File: src/rtl/sgli_pkg.sv
`timescale 1ns / 1ps
`default_nettype none
// ----------------------------------------------------------------------------
// sgli_pkg
// Shared types and constants of the sub-box global/local index mapper.
// ----------------------------------------------------------------------------
package sgli_pkg;

	localparam int IDX_W     = 48;
	localparam int BEGIN_W   = 16;
	localparam int SIZE_W    = 17;
	localparam int CFG_W     = 17;
	localparam int CFG_IDX_W = 3;

	typedef enum logic [CFG_IDX_W-1:0] {
		REG_BEGIN_X  = 3'd0,
		REG_BEGIN_Y  = 3'd1,
		REG_BEGIN_Z  = 3'd2,
		REG_EXTENT_X = 3'd3,
		REG_EXTENT_Y = 3'd4,
		REG_EXTENT_Z = 3'd5,
		REG_FULL_X   = 3'd6,
		REG_FULL_Y   = 3'd7
	} cfg_reg_t;

	typedef enum logic {
		ACT_L2G = 1'b0,
		ACT_G2L = 1'b1
	} action_t;

	typedef struct packed {
		logic    vld;
		action_t act;
	} item_ctl_t;

	// box and global array geometry as held in the register file
	typedef struct packed {
		logic [2:0][BEGIN_W-1:0] bgn;
		logic [2:0][SIZE_W-1:0]  ext;
		logic [1:0][SIZE_W-1:0]  full;
	} geom_t;

endpackage
`default_nettype wire

File: src/rtl/sgli_div_step.sv
`timescale 1ns / 1ps
`default_nettype none
// ----------------------------------------------------------------------------
// sgli_div_step
// One restoring division step: retires one quotient bit per stage.
// ----------------------------------------------------------------------------
module sgli_div_step #(
	parameter int SW    = 17,
	parameter int SIDEW = 34
) (
	input  wire                        clk,
	input  wire                        arst_n,
	input  wire                        en,
	input  sgli_pkg::item_ctl_t        ctl_in,
	input  wire [sgli_pkg::IDX_W-1:0]  num_in,
	input  wire [SW-1:0]               rem_in,
	input  wire [SW-1:0]               dv,
	input  wire [SIDEW-1:0]            side_in,
	output sgli_pkg::item_ctl_t        ctl_s1,
	output logic [sgli_pkg::IDX_W-1:0] num_s1,
	output logic [SW-1:0]              rem_s1,
	output logic [SIDEW-1:0]           side_s1
);
	import sgli_pkg::*;

	logic [SW:0] trial;
	logic [SW:0] diff;
	logic        ge;

	assign trial = {rem_in, num_in[IDX_W-1]};
	assign diff  = trial - {1'b0, dv};
	assign ge    = (trial >= {1'b0, dv});

	always_ff @(posedge clk or negedge arst_n) begin
		if (!arst_n) begin
			ctl_s1 <= '0;
		end else if (en) begin
			ctl_s1 <= ctl_in;
		end
	end

	// dividend bits shift out at the top, quotient bits shift in at the bottom
	always_ff @(posedge clk) begin
		if (en) begin
			num_s1  <= {num_in[IDX_W-2:0], ge};
			rem_s1  <= ge ? diff[SW-1:0] : trial[SW-1:0];
			side_s1 <= side_in;
		end
	end

endmodule
`default_nettype wire

File: config.mk
export PLATFORM = sky130hd
export DESIGN_NAME = sgli_div_step
export DESIGN_NICKNAME = d
export VERILOG_FILES = /design/src/rtl/sgli_pkg.sv /design/src/rtl/sgli_div_step.sv
export SDC_FILE = /design/constraint.sdc
export NUM_CORES = 1
export LEC_CHECK = 0
export ABC_AREA = 1
export BUFFER_PORTS_ARGS = -buffer_cell sky130_fd_sc_hd__buf_2
export CORE_UTILIZATION = 46
export CTS_CLUSTER_DIAMETER = 100
export DETAILED_ROUTE_END_ITERATION = 8
export PLACE_DENSITY = 0.81
export SYNTH_ARGS = -nofsm -noshare
export SYNTH_HDL_FRONTEND = slang
export SYNTH_SLANG_ARGS = --single-unit
File: constraint.sdc
create_clock -name clk -period 0.95 [get_ports clk]
set_input_delay 0.0475 -clock clk [delete_from_list [all_inputs] [get_ports clk]]
set_output_delay 0.0475 -clock clk [all_outputs]
set_load 0.01 [all_outputs]
* Word level (Yosys, flattened, before mapping)
Cells that the tools add are included.
Storage, ports and cells: bits in registers 101, input bits 121, output and inout port bits 101, word-level logic and storage cells 8
Cells by class: add/subtract/negate cells 1, order comparisons 1, mux-type cells 1
Operator list (number):
- 18-bit by 17-bit >= comparator with 1-bit output | 1
- 17-bit 2-to-1 mux | 1
- 17-bit subtractor | 1

* Longest topological paths before layout
depth after elaboration 2, mapped depth 14, depth with buffers taken out 13

* Worst setup path after synthesis
No wires, ideal clock.
path kind input -> register, start point input port num_in[47] (netlist bit), end point register rem_s1[4] (data pin), library setup time 0.252 ns, arrival time 1.369 ns, required time 0.698 ns, slack -0.671 ns, stages 12, buffers on the path 2, cells stage by stage inv_1 > ha_1 > inv_1 > fa_1 > nand3_1 > nand3_2 > nand2_1 > nand2_2 > buf_6 > buf_12 > nand2_1 > nand2_1
On the way: cells in the longest elaborated chain, start to end 2, elaborated cells on any way between the ends 3, those cells by class add/sub: 1; order compare: 1; mux: 1
Ends and longest elaborated chain:
- from (decl) | line sgli_div_step.sv:15 | input wire [sgli_pkg::IDX_W-1:0] num_in,
- 18-bit by 17-bit >= comparator with 1-bit output | line sgli_div_step.sv:32 | assign ge = (trial >= {1'b0, dv});
- net ge | line sgli_div_step.sv:28 | logic ge;
- 17-bit 2-to-1 mux | line sgli_div_step.sv:46 | rem_s1 <= ge ? diff[SW-1:0] : trial[SW-1:0];
- to (signal assigned) | line sgli_div_step.sv:46
- to (decl) | line sgli_div_step.sv:21 | output logic [SW-1:0] rem_s1,
The timed path passes the listed nets, and every way through them passes these cells. A chain may end at the register's enable or synchronous reset.

* Final worst setup path
start point input port dv[7], end point register rem_s1[13] (data pin)
On the way: cells in the longest elaborated chain, start to end 2, elaborated cells on any way between the ends 3, those cells by class add/sub: 1; order compare: 1; mux: 1
Ends and longest elaborated chain:
- from (decl) | line sgli_div_step.sv:17 | input wire [SW-1:0] dv,
- 17-bit subtractor / 18-bit by 17-bit >= comparator with 1-bit output (equally long branches) | line sgli_div_step.sv:31, sgli_div_step.sv:32
- 17-bit 2-to-1 mux * | line sgli_div_step.sv:46
Every way passes the cells marked *; elsewhere a longest branch is shown, timed or not.

==> parameters.txt <==
Parameter                              Value

Clock network
  Register clock-pin slew on the reported worst setup and hold paths    ~0.1 ns
  Clk Latency, worst-skew pair    roughly 0.35 ns
  Number of clock sinks seen by CTS    101
  Clock Root Buffer    clkbuf_8
  TritonCTS buffer count    9
  Bufs on Longest Clock Path    2
  Clock tree from TritonCTS    built
  Max H-tree Level    3

Synth
  Yosys top cell area share    between 60% and 70%
  Number of distinct library cell variants in the gate-level netlist after synthesis    25
  Mapped cell area    approximately 4500 um^2
  YS warnings    0
  Most common flop cell mapped by yosys    edfxtp_1
  Avg Inst Size Synth    around 11 um^2
  Synth Net Count    536
  Largest cells by area after synthesis    edfxtp_1 67%, nand2_1 11%, inv_1 5.7%
  Number of flops mapped to enable cells by yosys    between 90 and 100
  Portion of the post-synthesis area used by sequential elements    a little under 70%
  Post-synthesis instance total    between 300 and 400
  Top cell type by total area after synthesis    edfxtp_1
  Proportion of synthesized flip-flops having asynchronous set or reset    1.98%
  Synthesis-stage register bit count    between 100 and 150

Routing
  Ratio of routed vias to standard cells    5.00
  Iter 0 DRT Violations    roughly 300
  Routed length per instance    around 19 um
  Via Count    roughly 4600
  Antenna Violating Nets Remaining    0
  Post-detailed-routing wire length    17300 um
  Post-route DRC    0
  Pre-antenna DRT Iters    5

Setup path
  Launching point of the worst reg2reg path    ctl_s1[0]
  Number of buffers and inverters on the critical path    4
  Max stage delay cell, worst path    ha_4
  Timing startpoint of the critical path    dv[7]
  Critical path's largest stage delay    around 0.29 ns
  Cell family with the largest share of critical-path delay    simple AND/OR/NAND/NOR gates
  Crit path launch type    primary input
  Arrival @ worst endpoint    between 1.5 and 2 ns
  Worst path required time    ~1.1 ns
  Maximum net fanout on the critical path    5
  Critical path class    in2reg
  Critical path endpoint category    flip-flop
  Cell-by-cell listing of the critical path    buf_2 > inv_2 > ha_4 > nand2_4 > nor2_4 > nand4_1 > nor2_2 > nor2_2 > nand2_4 > inv_6 > buf_12 > nand2_2 > nand2_2

Pwr
  Total power of the final layout    about 11 mW
  Pwr Density    1420 nW/um^2
  Maximum VDD drop    0.874 mV
  Leak pwr    3.83 nW

Global routing
  Overflow left after global routing    0
  Global-route total usage across every layer    31.7%
  Maximum number of pins on one net before global-route repair    43
  Wire length of the first global-routing pass    between 20000 and 25000 um
  Initial antenna violation count    2
  Via count of the first global-routing pass    between 4000 and 5000

STA
  Final Hold Vio Count    0
  RSZ-0062 raised after global routing    true
  Final critical-path share of the clock period    149%
  Final setup fails    between 60 and 70
  Final Skew    0 ns
  Max-slew violation count    0
  Worst Tran Pin Value    0.235 ns
  Worst rel slew slack    a little over four fifths
  Highest achievable clock rate    between 700 and 800 MHz
  Final period demand of the worst path    about 1.4 ns
  Slack of the critical path    -0.466 ns

Floorplanning
  Total die area    10100 um^2
  Core ar.    ~9300 um^2
  Initial standard-cell utilization of the core    a little under half
  Number of top-level pins    222
  Standard-cell rows    35
  Die span in x    101 um
  Vertical die dimension    101 um

Final layout
  Commonest cells after routing, fill and taps aside    201 x buf_2, 99 x edfxtp_1, 93 x dlygate4sd3_1, 89 x nand2_1, 59 x buf_4
  Net count, final    around 920
  Most common cell after layout, fill and taps aside    buf_2
  Area grow syn2layout    79.1%
  Filler cell count    449
  Non-filler instance count after layout    approximately 900
  Fin area    about 8000 um^2
  Share of the core filled with cells    between 80% and 90%
  Layout cells sized above 1    52.7%

Outcome
  Failing checks    setup timing
  Result of the run    finished, violations left

Placed design
  Cell count after placement    about 800
  Routability-driven placement congestion ratio    roughly 0.95
  HPWL after detailed placement    around 9500 um
  Area of placed instances    between 6000 and 7000 um^2
  Port Buffer Count    between 200 and 250

Run
  Max-cap viol count    0

Hold path
  Worst hold path type    in2async
## cells in the mapped netlist, types with 2 or more instances
master	count
a21oi_1	10
and2_1	2
dfrtp_1	2
edfxtp_1	99
ha_1	17
inv_1	68
mux2_2	2
nand2_1	136
nand2_2	4
nand3_1	18
nand3_2	2
nand3b_1	3
nand4_1	4
nor2_1	13
xor2_1	7
## registers in the layout (all words and copies together) (netlist names)
register and flops:
rem_s1 17, num_s1 48, side_s1 34, ctl_s1 2
## where the power goes
group | switching (mW) | leakage, nW | internal [mW] | total, mW
Clock | 1.66 | 0.0989 | 1.02 | 2.68
Sequential | 0.145 | 0.992 | 5.37 | 5.51
Combinational | 1.61 | 2.74 | 1.55 | 3.16
Total | 3.42 | 3.83 | 7.94 | 11.4
## area by class of cell
cell class / count / area, um^2 / area share (%)
clock buffer: 9 / 124 / 1.55
sequential: 101 / 3020 / 37.8
inverter: 69 / 282 / 3.52
antenna: 2 / 5.00 / 0.0625
clock inverter: 7 / 67.6 / 0.844
timing repair buffer: 379 / 2740 / 34.2
tap: 129 / 161 / 2.02
multi-input combinational: 223 / 1610 / 20.1
## timing repair
action                     4_1_cts  5_1_grt
cloned                           0        2
pin swaps                       14       23
hold endpoints to repair        91        3
setup endpoints to repair       56      118
hold buffers                    90        3
buffers inserted                12        2
gates resized for setup         73       65
## metal layers
| layer | part of all wire, % | global-route usage (%) |
|---|---|---|
| met1 | 34 | 33.4 |
| met2 | 54 | 59.7 |
| met3 | 7.4 | 7.35 |
| met4 | 5.2 | 14.4 |
| met5 | 0 | 0 |
## logic make-up (layout without fill, tap and decap cells)
family / count (synthesis) / in the layout / share of synthesized area, %
compound gates: 11 / 11 / 1.23
xor+xnor: 7 / 7 / 1.37
fa+ha+maj: 18 / 18 / 5.21
buf+inv: 73 / 464 / 6.77
flops: 101 / 101 / 67.6
mux: 2 / 2 / 0.504
other cells: 0 / 2 / 0
simple gates: 185 / 185 / 17.3
## path summary, 6_finish.rpt
check                             end  slack [ns]  cells after the start
max in group asynchronous   ctl_s1[1]        0.81                      2
hold / removal              ctl_s1[0]        0.03                      2
setup reg to reg            ctl_s1[0]        0.04                      2
hold reg to reg             ctl_s1[1]        0.63                      1
setup / recovery           rem_s1[13]       -0.47                     13
min in group clk           rem_s1[12]        0.03                      3
## worst reg2reg max path, delay by kind of cell (launching register included)
family	cells	cell delay, ns
DFF	1	0.41
muxes	1	0.26
buffers and inverters	1	0.14
## stage by stage
stage | TNS [ns] | setup slack, ns | hold slack, ns
6_report | -8.54 | -0.466 | 0.0268
4_1_cts | -4.34 | -0.250 | 0.00439
3_3_place_gp | -12.58 | -0.754 | -0.165
3_5_place_dp | -13.23 | -0.807 | -0.157
5_1_grt | -11.49 | -0.485 | 0.0274
2_1_floorplan | -9.05 | -0.552 | -0.248
Note: power is estimated with default switching activity, not from simulation.
