<file path="config.mk">
export PLATFORM = sky130hd
export DESIGN_NAME = sgli_combine
export DESIGN_NICKNAME = d
export VERILOG_FILES = /design/src/rtl/sgli_pkg.sv /design/src/rtl/sgli_combine.sv
export SDC_FILE = /design/constraint.sdc
export NUM_CORES = 2
export LEC_CHECK = 0
export BUFFER_PORTS_ARGS = -buffer_cell sky130_fd_sc_hd__buf_2
export CORE_MARGIN = 3
export CORE_UTILIZATION = 65
export DETAILED_ROUTE_END_ITERATION = 7
export HOLD_SLACK_MARGIN = 0.02
export PLACE_DENSITY = 0.81
export SYNTH_ARGS = -nofsm -noshare
export SYNTH_HDL_FRONTEND = slang
export SYNTH_SLANG_ARGS = --single-unit
</file>
<file path="constraint.sdc">
create_clock -name clk -period 8.5 [get_ports clk]
set_input_delay 1.7 -clock clk [delete_from_list [all_inputs] [get_ports clk]]
set_output_delay 1.7 -clock clk [all_outputs]
set_load 0.02 [all_outputs]
</file>
<file path="src/rtl/sgli_pkg.sv">
`timescale 1ns / 1ps
`default_nettype none
// ----------------------------------------------------------------------------
// sgli_pkg
// Shared types and constants of the sub-box global/local index mapper.
// ----------------------------------------------------------------------------
package sgli_pkg;

	localparam int IDX_W     = 48;
	localparam int BEGIN_W   = 16;
	localparam int SIZE_W    = 17;
	localparam int CFG_W     = 17;
	localparam int CFG_IDX_W = 3;

	typedef enum logic [CFG_IDX_W-1:0] {
		REG_BEGIN_X  = 3'd0,
		REG_BEGIN_Y  = 3'd1,
		REG_BEGIN_Z  = 3'd2,
		REG_EXTENT_X = 3'd3,
		REG_EXTENT_Y = 3'd4,
		REG_EXTENT_Z = 3'd5,
		REG_FULL_X   = 3'd6,
		REG_FULL_Y   = 3'd7
	} cfg_reg_t;

	typedef enum logic {
		ACT_L2G = 1'b0,
		ACT_G2L = 1'b1
	} action_t;

	typedef struct packed {
		logic    vld;
		action_t act;
	} item_ctl_t;

	// box and global array geometry as held in the register file
	typedef struct packed {
		logic [2:0][BEGIN_W-1:0] bgn;
		logic [2:0][SIZE_W-1:0]  ext;
		logic [1:0][SIZE_W-1:0]  full;
	} geom_t;

endpackage
`default_nettype wire

</file>
<file path="src/rtl/sgli_combine.sv">
`timescale 1ns / 1ps
`default_nettype none
// ----------------------------------------------------------------------------
// sgli_combine
// Range checks, offset by the box origin and relinearization by the strides,
// in four register stages ending in the output register.
// ----------------------------------------------------------------------------
module sgli_combine #(
	parameter int MAX_DIMS    = 3,
	parameter int COORD_WIDTH = 16
) (
	input  wire                         clk,
	input  wire                         arst_n,
	input  wire                         en,
	input  sgli_pkg::geom_t             geom,
	input  sgli_pkg::item_ctl_t         ctl_in,
	input  wire [COORD_WIDTH:0]         c0,
	input  wire [COORD_WIDTH:0]         c1,
	input  wire [sgli_pkg::IDX_W-1:0]   rest,
	output logic                        result_valid,
	output logic [sgli_pkg::IDX_W-1:0]  mapped_index,
	output logic                        hit
);
	import sgli_pkg::*;

	localparam int CW = COORD_WIDTH;
	localparam int SW = CW + 1;
	localparam int PW = SW + 1;
	localparam int ND = MAX_DIMS;
	localparam int M1W = PW + SW;
	localparam int SAW = M1W + 1;
	localparam int M2W = PW + 2 * SW;
	localparam int TW  = ((SAW > M2W) ? SAW : M2W) + 1;
	localparam int XW  = (TW > IDX_W) ? TW : IDX_W;

	logic [SW-1:0] c_in [0:1];
	logic [PW-1:0] p_d  [0:2];
	logic [2:0]    miss_d;
	logic [2:0]    geo_d;
	logic [SW-1:0] s0, s1;
	logic          g2l;

	assign c_in[0] = c0;
	assign c_in[1] = c1;
	assign g2l     = (ctl_in.act == ACT_G2L);

	genvar g;
	generate
		for (g = 0; g < 3; g++) begin : g_dim
			logic [CW-1:0] b;
			logic [SW-1:0] e;
			assign b = geom.bgn[g][CW-1:0];
			assign e = geom.ext[g][SW-1:0];
			if (g < ND - 1) begin : g_inner
				logic [SW-1:0] cv;
				logic [SW-1:0] cd;
				assign cv = c_in[g];
				assign cd = cv - SW'(b);
				assign geo_d[g]  = (e == '0) || (geom.full[g][SW-1:0] == '0);
				assign miss_d[g] = g2l && ((cv < SW'(b)) || (cd >= e));
				assign p_d[g]    = g2l ? {1'b0, cd} : (PW'(b) + PW'(cv));
			end else if (g == ND - 1) begin : g_last
				logic [IDX_W-1:0] rd;
				assign rd        = rest - IDX_W'(b);
				assign geo_d[g]  = (e == '0);
				assign miss_d[g] = g2l ? ((rest < IDX_W'(b)) || (rd >= IDX_W'(e)))
				                       : (rest >= IDX_W'(e));
				assign p_d[g]    = g2l ? {1'b0, rd[SW-1:0]} : (PW'(b) + PW'(rest[SW-1:0]));
			end else begin : g_unused
				assign geo_d[g]  = 1'b0;
				assign miss_d[g] = 1'b0;
				assign p_d[g]    = '0;
			end
		end
		if (ND > 1) begin : g_s0
			assign s0 = g2l ? geom.ext[0][SW-1:0] : geom.full[0][SW-1:0];
		end else begin : g_s0_one
			assign s0 = SW'(1);
		end
		if (ND > 2) begin : g_s1
			assign s1 = g2l ? geom.ext[1][SW-1:0] : geom.full[1][SW-1:0];
		end else begin : g_s1_one
			assign s1 = SW'(1);
		end
	endgenerate

	item_ctl_t      ctl_s1, ctl_s2, ctl_s3, ctl_s4;
	logic [PW-1:0]  p0_s1, p1_s1, p2_s1;
	logic [SW-1:0]  s0_s1, s1_s1;
	logic           miss_s1, miss_s2, miss_s3;
	logic [PW-1:0]  p0_s2, p2_s2;
	logic [M1W-1:0] m1_s2;
	logic [2*SW-1:0] s01_s2;
	logic [SAW-1:0] sum_s3;
	logic [M2W-1:0] m2_s3;
	logic [IDX_W-1:0] mapped_s4;
	logic           hit_s4;
	logic [XW-1:0]  total;
	logic           ovf;

	assign total = XW'(sum_s3) + XW'(m2_s3);
	assign ovf   = (total > XW'({IDX_W{1'b1}}));

	always_ff @(posedge clk or negedge arst_n) begin
		if (!arst_n) begin
			ctl_s1 <= '0;
			ctl_s2 <= '0;
			ctl_s3 <= '0;
			ctl_s4 <= '0;
		end else if (en) begin
			ctl_s1 <= ctl_in;
			ctl_s2 <= ctl_s1;
			ctl_s3 <= ctl_s2;
			ctl_s4 <= ctl_s3;
		end
	end

	always_ff @(posedge clk) begin
		if (en) begin
			p0_s1   <= p_d[0];
			p1_s1   <= p_d[1];
			p2_s1   <= p_d[2];
			s0_s1   <= s0;
			s1_s1   <= s1;
			miss_s1 <= (|miss_d) || (|geo_d);

			m1_s2   <= M1W'(p1_s1) * M1W'(s0_s1);
			s01_s2  <= (2*SW)'(s0_s1) * (2*SW)'(s1_s1);
			p0_s2   <= p0_s1;
			p2_s2   <= p2_s1;
			miss_s2 <= miss_s1;

			sum_s3  <= SAW'(p0_s2) + SAW'(m1_s2);
			m2_s3   <= M2W'(p2_s2) * M2W'(s01_s2);
			miss_s3 <= miss_s2;

			// result too wide for the index misses like any other case
			hit_s4    <= !miss_s3 && !ovf;
			mapped_s4 <= (miss_s3 || ovf) ? '0 : total[IDX_W-1:0];
		end
	end

	assign result_valid = ctl_s4.vld;
	assign mapped_index = mapped_s4;
	assign hit          = hit_s4;

	a_miss_zero: assert property (@(posedge clk) disable iff (!arst_n)
		result_valid && !hit |-> mapped_index == '0)
		else $error("missed word carries a nonzero index");

	a_miss_reaches_out: assert property (@(posedge clk) disable iff (!arst_n)
		en && ctl_s3.vld && miss_s3 |=> result_valid && !hit)
		else $error("miss lost between last two stages");

	a_hold_on_stall: assert property (@(posedge clk) disable iff (!arst_n)
		!en |=> $stable(ctl_s3) && $stable(ctl_s2) && $stable(ctl_s1))
		else $error("pipeline moved while stalled");

endmodule
`default_nettype wire
</file>
# Yosys cells after proc, flatten, opt, wreduce, memory -nomap -nowiden
# Cells that the tools add are included.
dict set report totals {
  register_bits 337
  inputBits 220
  out_inout_bits 50
  word_cells 67
}
dict set report classes {
  add_sub_neg 8
  n_mul 3
  order_cmp 8
  mux 6
  reduce_logical 19
}
# op n
set op_table {}
lappend op_table {{48-bit by 17-bit >= comparator with 1-bit output} 2}
lappend op_table {{17-bit zero test} 5}
lappend op_table {{17-bit two-way mux} 5}
lappend op_table {{16-bit by 17-bit adder with 18-bit output} 3}
lappend op_table {{36-bit by 52-bit adder with 53-bit output} 1}
lappend op_table {{53-bit by 48-bit > comparator with 1-bit output, second input constant} 1}
lappend op_table {{18-bit by 34-bit multiplier with 52-bit output} 1}
lappend op_table {{48-bit by 16-bit less-than comparator with 1-bit output} 1}
lappend op_table {{48-bit by 16-bit subtractor with 48-bit output} 1}
lappend op_table {{18-bit by 35-bit adder with 36-bit output} 1}
lappend op_table {{18-bit by 17-bit multiplier with 35-bit output} 1}
lappend op_table {{17-bit >= comparator} 2}
lappend op_table {{17-bit by 16-bit less-than comparator with 1-bit output} 2}
lappend op_table {{17-bit by 17-bit multiplier with 34-bit output} 1}
lappend op_table {{17-bit by 16-bit subtractor with 17-bit output} 2}
lappend op_table {{1-bit logical OR} 7}
lappend op_table {{3-bit OR reduction} 2}
lappend op_table {{1-bit logical AND} 3}
lappend op_table {{1-bit zero test} 2}
lappend op_table {{1-bit two-way mux} 1}

# Logic depth before layout (Yosys ltp)
dict set report depth {
  ltp_word 6
  mapped_depth 27
  mapped_depth_nobuf 26
}

# Worst setup path after synthesis
# Ideal clock, no wire load.
dict set report synth_path {
  path_kind {register -> register}
  startpoint {reg s01_s2[18]}
  endpoint {reg m2_s3[50] (data pin)}
  setup_ns 0.259
  arrival_time_ns 6.370
  setup_slack_ns 1.871
  path_stages_with_launch 26
  period_less_slack_ns 6.629
  cell_sequence {edfxtp_1 > clkbuf_1 > clkbuf_1 > nand2_1 > fa_1 > fa_1 > fa_1 > inv_1 > fa_1 > fa_1 > inv_1 > fa_1 > inv_1 > ha_1 > clkbuf_1 > a21oi_1 > o21ai_0 > a221o_1 > a21oi_1 > o221ai_1 > o31a_1 > a311oi_1 > nor3_1 > a21oi_1 > nor3b_1 > a211o_1}
}
dict set report synth_between {
  elab_chain_len 1
}
# element line_no
set synth_lines {}
lappend synth_lines {{start, declared} sgli_combine.sv:93} ;# logic [2*SW-1:0] s01_s2;
lappend synth_lines {{start signal, assigned} sgli_combine.sv:128} ;# s01_s2 <= (2*SW)'(s0_s1) * (2*SW)'(s1_s1);
lappend synth_lines {{18-bit by 34-bit multiplier with 52-bit output} sgli_combine.sv:134} ;# m2_s3 <= M2W'(p2_s2) * M2W'(s01_s2);
lappend synth_lines {{end signal, assigned} sgli_combine.sv:134}
lappend synth_lines {{end, declared} sgli_combine.sv:95} ;# logic [M2W-1:0] m2_s3;
# Every way passes these cells.
# A chain may end at the register's enable or synchronous reset.

# Worst setup path in the final report
dict set report layout_path {
  startpoint {reg p2_s2[3]}
  endpoint {reg m2_s3[51] (data pin)}
}
dict set report layout_between {
  elab_chain_len 1
}
# element line_no
set layout_lines {}
lappend layout_lines {{start, declared} sgli_combine.sv:91} ;# logic [PW-1:0] p0_s2, p2_s2;
lappend layout_lines {{start signal, assigned} sgli_combine.sv:130} ;# p2_s2 <= p2_s1;
lappend layout_lines {{18-bit by 34-bit multiplier with 52-bit output} sgli_combine.sv:134}
# Every way passes these cells.

==> key figures <==
Synth
  – Cell variety after synth: between 70 and 80
  – Top FF cell, synth: edfxtp_1
  – Adder-cell share of the synthesized area: 0.453
  – FF+latch count, synth: 337
  – Multiplexer area fraction after synthesis: 0.00984
  – Synth Area in XOR/XNOR: 0.0398
  – Syn. warnings: 0
  – Synth Area in Simple Gates: 0.150
  – Post-Syn Area: 59000 um2
  – Ys async rst share: 0.0119
  – Sequential fraction of the synthesis area: 0.171
  – Syn Nets: slightly above 8000
  – Synth Area in Compound Gates: 0.0770
  – Combinational family with the most area after synthesis: adder cells
  – Synth Instances: approximately 6300
  – Post-synth EDFFs: ~330
  – Syn_area_per_cell: approximately 9.3 um2

Floorplanning
  – Initial Util: 0.661
  – Die ar.: 94400 um2
  – Num rows: 109
  – Top Ports: 270
  – Core Region: approximately 90000 um2
  – Chip width: 307 um
  – Die Ht: 307 um

Detailed routing
  – DR iter-0 viols: roughly 4000
  – Post-route ant nets: 0
  – DR DRC count: 0
  – Routed vias: roughly 45000
  – Pre-antenna DRT Iters: 6
  – Final wirelength: between 150000 and 200000 um
  – Wire per inst: 20.5 um
  – Drt via density: about 5.9

Cells and area
  – Commonest non-fill, non-tap cell in the layout: inv_1
  – Syn-to-layout area delta: 6.05%
  – Commonest cells after routing, fill and taps aside: 1281 x inv_1, 983 x fa_1, 927 x nand2_1, 561 x ha_1, 418 x and2_1
  – Fin util: 0.701
  – # fillers: 6683
  – Share of layout cells above drive strength 1: 0.0707
  – Number of nets in the final layout: between 8000 and 9000

Global route
  – Largest net degree at the start of global routing: between 100 and 150
  – Total GRT Usage: 0.338
  – GRT overflow: 0
  – First-pass GRT wire length: ~250000 um
  – Initial antenna violation count: 3
  – Vias in the first global route: 47559

Placement
  – RePlAce Congestion: between 0.9 and 1
  – Buffers on Ports: about 270
  – Final HPWL from detailed placement: about 120000 um

Critical path
  – Critical Path AT: between 7 and 8 ns
  – Crit path max-delay family: adder cells
  – Slowest cell on crit path: edfxtp_1
  – Startpoint types: flop
  – Type of destination of the critical path: flop
  – Worst Path Required: between 8 and 9 ns
  – Kind of critical path: reg -> reg
  – Crit path largest cell delay: around 1.1 ns
  – Critical path peak fanout: 25
  – Worst path buffer plus inverter count: 6
  – Cell repeated most along the worst path: fa_1
  – Crit path cell chain: buf_12 -> nand2_1 -> fa_1 -> inv_1 -> fa_1 -> inv_1 -> fa_1 -> inv_1 -> fa_1 -> fa_1 -> inv_1 -> fa_1 -> inv_1 -> ha_1 -> nand2_1 -> and3b_1 -> nand3_1 -> a211o_1 -> a31oi_1 -> o41ai_1 -> a21oi_1 -> a31oi_1 -> a2111o_1 -> o211a_1

Timing
  – Fmax: about 130 MHz
  – Setup Viol. Count Final: 0
  – Hold Vio Cnt, Final: 0
  – Final Slew Violations: 0
  – Fin Clk Skew: 0.0560 ns
  – Shortest period the worst path allows: roughly 7.6 ns
  – Worst-Margin Slew: between 1 and 1.5 ns
  – RSZ-0062 raised after global routing: false
  – Rel. slew slack: 0.229
  – Tcrit/Tclk final: 0.895
  – TNS Setup: 0 ns

Worst hold path
  – Worst min-delay path category: reg -> reg

Clock tree
  – Clock transition at the registers of the reported paths: ~0.06 ns
  – Clock Latency Late Sink: between 0.6 and 0.7 ns
  – Post-CTS Setup Inserts: 0
  – CTS root buf: clkbuf_16
  – Clock sinks: ~340
  – Post-CTS Resized: 0
  – CTS tree: yes
  – CTS hold repair buffers: 0
  – H-tree depth: 2
  – Clk buf depth: 3
  – CTS Buf Count: 40

Status
  – Result of the run: complete, no violations

Job
  – Max-cap viol count: 0
==> per-stage QoR <==
step                setup slack (ns)  hold WS [ns]  cell area, um2  instances
floorplan                       1.87         0.400           59000       6331
global placement                1.17         0.401           61200       7542
detailed placement              1.00         0.405           61200       7542
CTS                            0.954         0.390           62500       7613
global route                   0.578         0.393           62600       7615
finish                         0.891         0.389           62600       7615
==> cells by family after synthesis <==
group | Yosys count
compound gates | 696
xor+xnor | 268
fa+ha+maj | 1544
buf+inv | 1559
flops | 337
mux | 53
simple gates | 1874
==> cell type report <==
cell class                      instances  area (um2)  area share
Antenna cell                            2        5.00   0.0000800
Inverter                             1281        4810      0.0769
Tap cell                             1165        1460      0.0233
Sequential cell                       337       10100       0.161
Timing Repair Buffer                  324        1830      0.0293
Clock inverter                         28         319     0.00510
Clock buffer                           43        1010      0.0162
Multi-Input combinational cell       4435       43000       0.688
==> synth_stat cells, drive strengths merged (42+ instances only) <==
master / instances / area (um2)
ha: 561 / 7020
nand3: 51 / 255
fa: 983 / 19700
nor2: 193 / 727
edfxtp: 333 / 10000
clkbuf: 265 / 995
xnor2: 178 / 1560
nor3: 58 / 290
nand2: 927 / 3480
and2: 418 / 2620
o21ai: 126 / 634
nand2b: 42 / 263
xor2: 90 / 788
a21o: 89 / 668
a21oi: 227 / 1140
inv: 1281 / 4810
==> layer usage <==
layer | up-vias | track usage | share of wire
met2 | 2213 | 0.555 | 0.47
met5 | - | 0 | 0
met3 | 509 | 0.0785 | 0.099
li1 | 19906 | - | -
met1 | 22125 | 0.431 | 0.38
met4 | 0 | 0.152 | 0.053
==> worst paths after layout <==
kind,from,end,slack [ns],depth (start not counted)
worst min-delay path,p2_s1[13],p2_s2[13],0.39,0
worst max-delay path,p2_s2[3],m2_s3[51],0.89,24
min in group asynchronous,arst_n,ctl_s1[1],0.90,1
worst max register to register,p2_s2[3],m2_s3[51],0.89,24
worst min register to register,p2_s1[13],p2_s2[13],0.39,0
max in group asynchronous,arst_n,ctl_s2[1],7.47,1
==> worst register-to-register path, cell delays in order (launching register included) <==
cell and delay (ns):
edfxtp_1 1.09, buf_12 0.24, nand2_1 0.09, fa_1 0.59, inv_1 0.06, fa_1 0.53
inv_1 0.06, fa_1 0.50, inv_1 0.06, fa_1 0.49, fa_1 0.50, inv_1 0.05
fa_1 0.47, inv_1 0.04, ha_1 0.38, nand2_1 0.10, and3b_1 0.26, nand3_1 0.10
a211o_1 0.24, a31oi_1 0.32, o41ai_1 0.15, a21oi_1 0.24, a31oi_1 0.25, a2111o_1 0.42
o211a_1 0.13
==> flip-flops by register name (all words and copies together) (netlist names) <==
name          count
result_valid      1
miss_s1           1
p2_s2            18
p0_s1            18
miss_s2           1
p1_s1            18
sum_s3           36
s0_s1            17
ctl_s3            1
m1_s2            35
miss_s3           1
mapped_index     48
ctl_s1            1
p2_s1            18
p0_s2            18
m2_s3            52
ctl_s2            1
s01_s2           34
s1_s1            17
hit               1
Power is not shown: default switching activity piles up to over one toggle a cycle in this logic, so the estimate is an artifact.
